File: src/design/lfsa_pkg.sv
`timescale 1ns / 1ps
// ----------------------------------------------------------------------------
// lfsa_pkg: shared types and constants of the lowest free slot allocator
// Slot geometry, request and status codes, cell link and command structs,
// and the priority encoders that the cells use on their local slot bits.
// ----------------------------------------------------------------------------
package lfsa_pkg;

  // Pool geometry. The pool is cut into cells of CELL_SLOTS slots each.
  localparam int SLOT_COUNT = 64;
  localparam int CELL_SLOTS = 8;
  localparam int CELL_COUNT = SLOT_COUNT / CELL_SLOTS;
  localparam int SLOT_W     = $clog2(SLOT_COUNT);
  localparam int CELL_W     = $clog2(CELL_SLOTS);
  localparam int GRP_W      = SLOT_W - CELL_W;
  localparam int COUNT_W    = $clog2(SLOT_COUNT + 1);
  localparam int TOP_W      = SLOT_W + 1;

  // Request codes of an input item.
  typedef enum logic [1:0] {
    REQ_ALLOC = 2'd0,
    REQ_FREE  = 2'd1,
    REQ_CLEAR = 2'd2,
    REQ_NOP   = 2'd3
  } req_e_t;

  // Status codes of a result item.
  typedef enum logic [1:0] {
    ST_DONE     = 2'd0,
    ST_FULL     = 2'd1,
    ST_NOT_LIVE = 2'd2
  } status_e_t;

  // Controller states.
  typedef enum logic {
    S_IDLE = 1'b0,
    S_SCAN = 1'b1
  } state_e_t;

  // Command broadcast from the controller to every cell.
  typedef struct packed {
    logic              set_en;
    logic              clr_en;
    logic              clr_all;
    logic [SLOT_W-1:0] addr;
  } cmd_t;

  // Search result handed from one cell to its neighbor.
  typedef struct packed {
    logic              found;
    logic [SLOT_W-1:0] idx;
  } scan_t;

  // Position of the lowest set bit; zero when no bit is set.
  function automatic logic [CELL_W-1:0] low_one(input logic [CELL_SLOTS-1:0] bits);
    logic [CELL_W-1:0] pos;
    pos = '0;
    for (int i = CELL_SLOTS - 1; i >= 0; i--) begin
      if (bits[i]) begin
        pos = CELL_W'(i);
      end
    end
    return pos;
  endfunction

  // Position of the highest set bit; zero when no bit is set.
  function automatic logic [CELL_W-1:0] high_one(input logic [CELL_SLOTS-1:0] bits);
    logic [CELL_W-1:0] pos;
    pos = '0;
    for (int i = 0; i < CELL_SLOTS; i++) begin
      if (bits[i]) begin
        pos = CELL_W'(i);
      end
    end
    return pos;
  endfunction

endpackage

File: src/design/lowest_free_slot_allocator_core.sv
`timescale 1ns / 1ps
// ----------------------------------------------------------------------------
// lowest_free_slot_allocator_core: lowest free slot allocator, top level
// Bitmap allocator over a fixed pool of slots held in a chain of cells.
// ----------------------------------------------------------------------------
// Usage:
// - The input channel (in_valid, in_ready, in_req_type, in_slot_in) takes one
//   request item: allocate the lowest free slot, free a slot, clear all, or
//   no operation. Every item gives exactly one result item.
// - The result channel (out_valid, out_ready, out_*) reports the granted or
//   freed slot, a status, the live count, a full flag, the highest live slot
//   (-1 when none) and the lowest free slot (last slot when the pool is full).
// - For an item, the cells update their live bits at the accept edge, then in
//   the scan state the free and live searches ripple through the cell chain
//   and load the output register. No new item is taken in the scan state, so
//   each item is loaded into the output register before the next is accepted.
// - out_valid rises when the scan state loads the output register once it is free.
// - The output register parts the two sides: the next item is accepted while
//   a result waits. If the receiver stalls, the search cycle holds until the
//   output register frees, and in_ready stays low meanwhile.
// - Reset marks every slot free and empties the output register at once.
// ----------------------------------------------------------------------------
module lowest_free_slot_allocator_core
  import lfsa_pkg::*;
(
  input  logic                    clk,
  input  logic                    rst_n,
  input  logic                    in_valid,
  output logic                    in_ready,
  input  logic [1:0]              in_req_type,
  input  logic [SLOT_W-1:0]       in_slot_in,
  output logic                    out_valid,
  input  logic                    out_ready,
  output logic [SLOT_W-1:0]       out_slot_out,
  output logic [1:0]              out_status,
  output logic [COUNT_W-1:0]      out_live_total,
  output logic                    out_pool_full,
  output logic signed [TOP_W-1:0] out_top_live,
  output logic [SLOT_W-1:0]       out_first_free
);

  state_e_t                 state_r, state_nxt;
  logic [SLOT_W-1:0]        lf_r, lf_nxt;
  logic [COUNT_W-1:0]       cnt_r, cnt_nxt;
  logic                     out_valid_r, out_valid_nxt;
  logic [SLOT_W-1:0]        res_slot_r, res_slot_nxt;
  status_e_t                res_status_r, res_status_nxt;
  logic [SLOT_W-1:0]        out_slot_r;
  logic [1:0]               out_status_r;
  logic [COUNT_W-1:0]       out_cnt_r;
  logic                     out_full_r;
  logic signed [TOP_W-1:0]  out_top_r, top_nxt;
  logic [SLOT_W-1:0]        out_ff_r;

  logic                     accept;
  logic                     load;
  logic                     full;
  logic                     in_range;
  logic                     hit;
  req_e_t                   req;
  cmd_t                     cmd;
  scan_t                    free_res;
  scan_t                    live_res;

  assign req      = req_e_t'(in_req_type);
  assign in_ready = (state_r == S_IDLE);
  assign accept   = in_valid & in_ready;
  assign full     = (cnt_r == COUNT_W'(SLOT_COUNT));
  assign in_range = ({1'b0, in_slot_in} < (SLOT_W + 1)'(SLOT_COUNT));
  assign load     = (state_r == S_SCAN) && (!out_valid_r || out_ready);

  // Command to the cells: allocate writes the tracked lowest free slot.
  always_comb begin
    cmd.addr    = (req == REQ_ALLOC) ? lf_r : in_slot_in;
    cmd.set_en  = accept && (req == REQ_ALLOC) && !full;
    cmd.clr_en  = accept && (req == REQ_FREE) && in_range && hit;
    cmd.clr_all = accept && (req == REQ_CLEAR);
  end

  lfsa_chain u_chain (
    .clk        (clk),
    .rst_n      (rst_n),
    .cmd        (cmd),
    .first_free (free_res),
    .top_live   (live_res),
    .hit        (hit)
  );

  // Request decode: live count, granted slot and status of this item.
  always_comb begin
    cnt_nxt        = cnt_r;
    res_slot_nxt   = res_slot_r;
    res_status_nxt = res_status_r;
    if (accept) begin
      res_slot_nxt   = '0;
      res_status_nxt = ST_DONE;
      unique case (req)
        REQ_ALLOC: begin
          if (full) begin
            res_status_nxt = ST_FULL;
          end else begin
            res_slot_nxt = lf_r;
            cnt_nxt      = cnt_r + COUNT_W'(1);
          end
        end
        REQ_FREE: begin
          res_slot_nxt = in_slot_in;
          if (cmd.clr_en) begin
            cnt_nxt = cnt_r - COUNT_W'(1);
          end else begin
            res_status_nxt = ST_NOT_LIVE;
          end
        end
        REQ_CLEAR: begin
          cnt_nxt = '0;
        end
        REQ_NOP: begin
          cnt_nxt = cnt_r;
        end
        default: begin
          cnt_nxt = cnt_r;
        end
      endcase
    end
  end

  // Search results of the updated live map.
  always_comb begin
    lf_nxt  = free_res.found ? free_res.idx : SLOT_W'(SLOT_COUNT - 1);
    top_nxt = live_res.found ? $signed({1'b0, live_res.idx}) : '1;
  end

  // Controller: accept in idle, search and load the output in scan.
  always_comb begin
    state_nxt     = state_r;
    out_valid_nxt = out_valid_r;
    if (out_ready) begin
      out_valid_nxt = 1'b0;
    end
    unique case (state_r)
      S_IDLE: begin
        if (accept) begin
          state_nxt = S_SCAN;
        end
      end
      S_SCAN: begin
        if (load) begin
          state_nxt     = S_IDLE;
          out_valid_nxt = 1'b1;
        end
      end
      default: begin
        state_nxt = S_IDLE;
      end
    endcase
  end

  // Control state.
  always_ff @(posedge clk) begin
    if (!rst_n) begin
      state_r     <= S_IDLE;
      out_valid_r <= 1'b0;
      cnt_r       <= '0;
      lf_r        <= '0;
    end else begin
      state_r     <= state_nxt;
      out_valid_r <= out_valid_nxt;
      cnt_r       <= cnt_nxt;
      if (load) begin
        lf_r <= lf_nxt;
      end
    end
  end

  // Payload registers.
  always_ff @(posedge clk) begin
    res_slot_r   <= res_slot_nxt;
    res_status_r <= res_status_nxt;
    if (load) begin
      out_slot_r   <= res_slot_r;
      out_status_r <= res_status_r;
      out_cnt_r    <= cnt_r;
      out_full_r   <= full;
      out_top_r    <= top_nxt;
      out_ff_r     <= lf_nxt;
    end
  end

  assign out_valid      = out_valid_r;
  assign out_slot_out   = out_slot_r;
  assign out_status     = out_status_r;
  assign out_live_total = out_cnt_r;
  assign out_pool_full  = out_full_r;
  assign out_top_live   = out_top_r;
  assign out_first_free = out_ff_r;

endmodule

File: src/design/lfsa_cell.sv
`timescale 1ns / 1ps
// ----------------------------------------------------------------------------
// lfsa_cell: one cell of the slot chain
// Holds the live bits of a group of slots, applies the broadcast command and
// passes the lowest free and highest live search results to its neighbors.
// ----------------------------------------------------------------------------
module lfsa_cell
  import lfsa_pkg::*;
(
  input  logic             clk,
  input  logic             rst_n,
  input  logic [GRP_W-1:0] cell_id,
  input  cmd_t             cmd,
  input  scan_t            free_in,
  output scan_t            free_out,
  input  scan_t            live_in,
  output scan_t            live_out,
  output logic             hit
);

  logic [CELL_SLOTS-1:0] live_r;
  logic [CELL_SLOTS-1:0] live_nxt;
  logic                  sel;
  logic [CELL_W-1:0]     lo_addr;

  assign sel     = (cmd.addr[SLOT_W-1:CELL_W] == cell_id);
  assign lo_addr = cmd.addr[CELL_W-1:0];

  // The addressed live bit, seen by the controller for free requests.
  assign hit = sel & live_r[lo_addr];

  // Apply the command: clear all wins, then set, then clear one slot.
  always_comb begin
    live_nxt = live_r;
    if (cmd.clr_all) begin
      live_nxt = '0;
    end else if (cmd.set_en && sel) begin
      live_nxt[lo_addr] = 1'b1;
    end else if (cmd.clr_en && sel) begin
      live_nxt[lo_addr] = 1'b0;
    end
  end

  always_ff @(posedge clk) begin
    if (!rst_n) begin
      live_r <= '0;
    end else begin
      live_r <= live_nxt;
    end
  end

  // Lowest free search runs upward: a lower cell's find takes precedence.
  always_comb begin
    if (free_in.found) begin
      free_out = free_in;
    end else begin
      free_out.found = |(~live_r);
      free_out.idx   = {cell_id, low_one(~live_r)};
    end
  end

  // Highest live search runs downward: an upper cell's find takes precedence.
  always_comb begin
    if (live_in.found) begin
      live_out = live_in;
    end else begin
      live_out.found = |live_r;
      live_out.idx   = {cell_id, high_one(live_r)};
    end
  end

endmodule

File: src/design/lfsa_chain.sv
`timescale 1ns / 1ps
// ----------------------------------------------------------------------------
// lfsa_chain: row of slot cells
// Links the cells so that the free search travels upward and the live search
// travels downward, and gathers the addressed live bit.
// ----------------------------------------------------------------------------
module lfsa_chain
  import lfsa_pkg::*;
(
  input  logic  clk,
  input  logic  rst_n,
  input  cmd_t  cmd,
  output scan_t first_free,
  output scan_t top_live,
  output logic  hit
);

  scan_t                 free_link [CELL_COUNT+1];
  scan_t                 live_link [CELL_COUNT+1];
  logic [CELL_COUNT-1:0] hit_vec;

  // Chain ends carry no find.
  assign free_link[0]          = '0;
  assign live_link[CELL_COUNT] = '0;

  for (genvar k = 0; k < CELL_COUNT; k++) begin : g_cell
    lfsa_cell u_cell (
      .clk      (clk),
      .rst_n    (rst_n),
      .cell_id  (GRP_W'(k)),
      .cmd      (cmd),
      .free_in  (free_link[k]),
      .free_out (free_link[k+1]),
      .live_in  (live_link[k+1]),
      .live_out (live_link[k]),
      .hit      (hit_vec[k])
    );
  end

  assign first_free = free_link[CELL_COUNT];
  assign top_live   = live_link[0];
  assign hit        = |hit_vec;

endmodule

File: config.mk
export PLATFORM = sky130hd
export DESIGN_NAME = lowest_free_slot_allocator_core
export DESIGN_NICKNAME = d
export VERILOG_FILES = /design/src/design/lfsa_pkg.sv /design/src/design/lowest_free_slot_allocator_core.sv /design/src/design/lfsa_cell.sv /design/src/design/lfsa_chain.sv
export SDC_FILE = /design/constraint.sdc
export NUM_CORES = 1
export LEC_CHECK = 0
export ABC_AREA = 1
export BUFFER_PORTS_ARGS = -buffer_cell sky130_fd_sc_hd__buf_2
export CORE_MARGIN = 4
export CORE_UTILIZATION = 30
export DETAILED_ROUTE_END_ITERATION = 6
export PLACE_DENSITY = 0.55
export SYNTH_ARGS = -nofsm -noshare
export SYNTH_HDL_FRONTEND = slang
export SYNTH_SLANG_ARGS = --single-unit
File: constraint.sdc
create_clock -name clk -period 2.4 [get_ports clk]
set_input_delay 0.36 -clock clk [delete_from_list [all_inputs] [get_ports clk]]
set_output_delay 0.36 -clock clk [all_outputs]
set_load 0.05 [all_outputs]
==> qor.yml <==
outcome: "finished, final reports clean"
routed_wl_um: 24400
synth.top_cell.area_share: 0.221
setup_tns_ps: 0
syn_area_um2: 7140
grt_pass1_vias: 7202
critPathKind: "reg2reg"
vias: 7811
fmax_mhz: 435
die_w_um: 162
synth_common_cells: "nand2_1 (359), nand3_1 (120), inv_1 (104)"
crit_end: "lf_r[2]"
die_height_um: 162
gp_congestion: 0.909
ys.flop_type: "dfxtp_1"
cp-end-kind: "flip-flop"
min_period_over_period: 0.957
cts_tree: "yes"
pin_count: 43
synth_nets: 1094
yosysMostFrequentCell: "nand2_1"
cp_max_fo: 3
grt_use_met3: 0.0327
worst_pin_slew_ps: 715
crit_path_start_kind: "flip-flop"
rows: 56
synthCells: 1076
async_reset_ff_frac: 0
htreeDepth: 4
dr.first_iter.drc_count: 770
root_buffer: "clkbuf_16"
firstDrtPassIters: 5
intPower_w: 0.00420
use_met1: 0.247
synth.avg_cell_area_um2: 6.64
dieArea_um2: 26300
p_comb_frac: 0.141
yosys.area.top_type: "dfxtp_1"
cts_buffers: 17
arrival_ps: 2660
synth_cell_types: 44
antenna_found_initial: 0
p_switching_w: 0.00151
n_antenna_cell: 0
leakage_nw: 3.85
slew_headroom: 0.519
initial_core_util: 0.304
worstRegToRegCells: 13
synth_seq_cells: 116
cts_buffer_depth: 2
vdd_drop_max_v: 0.000379
fin_nets: 1255
grt_pass1_wl_um: 38500
drv_slew: 0
yosysWarnings: 0
p_per_area_nw_per_um2: 600
hpwl_um: 18200
hold_viol: 0
cap_violations: 0
postRouteAntennaNets: 0
io_buffer_count: 42
p_clk_frac: 0.489
drcViolationCount: 0
finalSetupViolCount: 0
swShare: 0.264
met2_usage: 0.301
clock_latency_ps: 430
cts_sinks: 116
finClkSkew_ps: 18.1
grt_overflow_total: 0
crit_required_ps: 2760
top_usage_layer: "met2"
hp-class: "in2reg"
drive_gt1_frac: 0.209
syn_to_final_growth_pct: 33.1
synth_enable_flop_cells: 37
grt_use_total: 0.185
r2r-end: "lf_r[2]"
coreArea_um2: 23500
grt_max_degree: 65
vias_per_cell: 4.98
fin_crit_ps: 2300
ys_seq_area_frac: 0.377
wire_per_inst_um: 15.6
synth.area.top_cells: "dfxtp_1 (22%), nand2_1 (19%), edfxtp_1 (16%)"
seqPwrFrac: 0.370
holdWs_ps: 199
rrSetupSlack_ps: 100
clk_pin_slew_ps: 50
kinds of logic (layout without fill, tap and decap cells):
kind of cell / after synthesis / after routing / share of synthesized area
adders and majority gates: 6 / 6 / 0.0116
AOI/OAI and AO/OA: 172 / 172 / 0.136
DFF: 116 / 116 / 0.377
xor gates and xnor gates: 3 / 3 / 0.00368
buffers and inverters: 151 / 324 / 0.0888
and+or+nand+nor: 628 / 628 / 0.383
area by class of cell:
class	instances	area, µm²
fill	2451	14000
multi-input combinational	809	3910
sequential	116	2690
timing repair buffer	179	1440
clock buffer	20	447
inverter	114	432
tap	319	399
clock inverter	11	183
worst min path at each step:
stage                  start               to  cells after the start  slack [ps]
2_1_floorplan  res_slot_r[0]  out_slot_out[0]                      0         400
3_3_place_gp   res_slot_r[0]  out_slot_out[0]                      0         400
3_5_place_dp   res_slot_r[3]  out_slot_out[3]                      0         400
4_1_cts             in_valid          state_r                      3         190
5_1_grt             in_valid          state_r                      3         220
6_report            in_valid          state_r                      3         200
timing repair:
item,CTS,global route
gates resized for setup,2,21
setup buffers,0,4
pin swaps,0,8
endpoints found under the setup margin,4,87
hold buffers,0,0
worst max-delay path, stage by stage, from the launching register on:
cell	delay, ps
dfxtp_1	330
inv_1	70
nor3_1	270
nand2_1	160
nor2_4	160
nand3_1	100
buf_4	150
o22ai_1	160
inv_1	70
o21ai_0	270
nand2_1	200
nand4_1	160
nand2_1	70
nand2_1	60
power by group through the flow:
stage / Clock [W] / Combinational (W) / Sequential, W
detailed placement: 0 / 0.000791 / 0.00216
global route: 0.00291 / 0.000876 / 0.00212
finish: 0.00279 / 0.000805 / 0.00211
floorplan: 0 / 0.000396 / 0.00226
CTS: 0.00282 / 0.000795 / 0.00211
global placement: 0 / 0.000786 / 0.00215
stage by stage:
stage | instances | setup slack [ps] | util | power (W) | area, µm²
floorplan | 1076 | 187 | - | 0.00266 | 7140
global placement | 1533 | -171 | 0.373 | 0.00294 | 8760
global route | 1568 | -5.92 | 0.405 | 0.00590 | 9510
CTS | 1564 | 31.7 | 0.400 | 0.00573 | 9400
detailed placement | 1533 | -190 | 0.373 | 0.00295 | 8760
finish | 1568 | 103 | 0.405 | 0.00571 | 9510
routing by layer:
layer / vias to the layer above / share of wire
met5: - / 0
met4: 0 / 0.026
met3: 41 / 0.059
met2: 242 / 0.46
met1: 3630 / 0.45
li1: 3898 / -
cell usage in the layout, fill, tap and decap left out, types with 16 or more instances in the layout:
| cell | n |
|---|---|
| a21oi_1 | 94 |
| nand2_1 | 355 |
| buf_2 | 42 |
| edfxtp_1 | 37 |
| buf_12 | 16 |
| nand3_1 | 118 |
| nor2_1 | 68 |
| buf_4 | 120 |
| dfxtp_1 | 78 |
| o21ai_0 | 30 |
| clkbuf_16 | 17 |
| inv_1 | 104 |
| nor3_1 | 25 |
(Power assumes the default switching activity.)
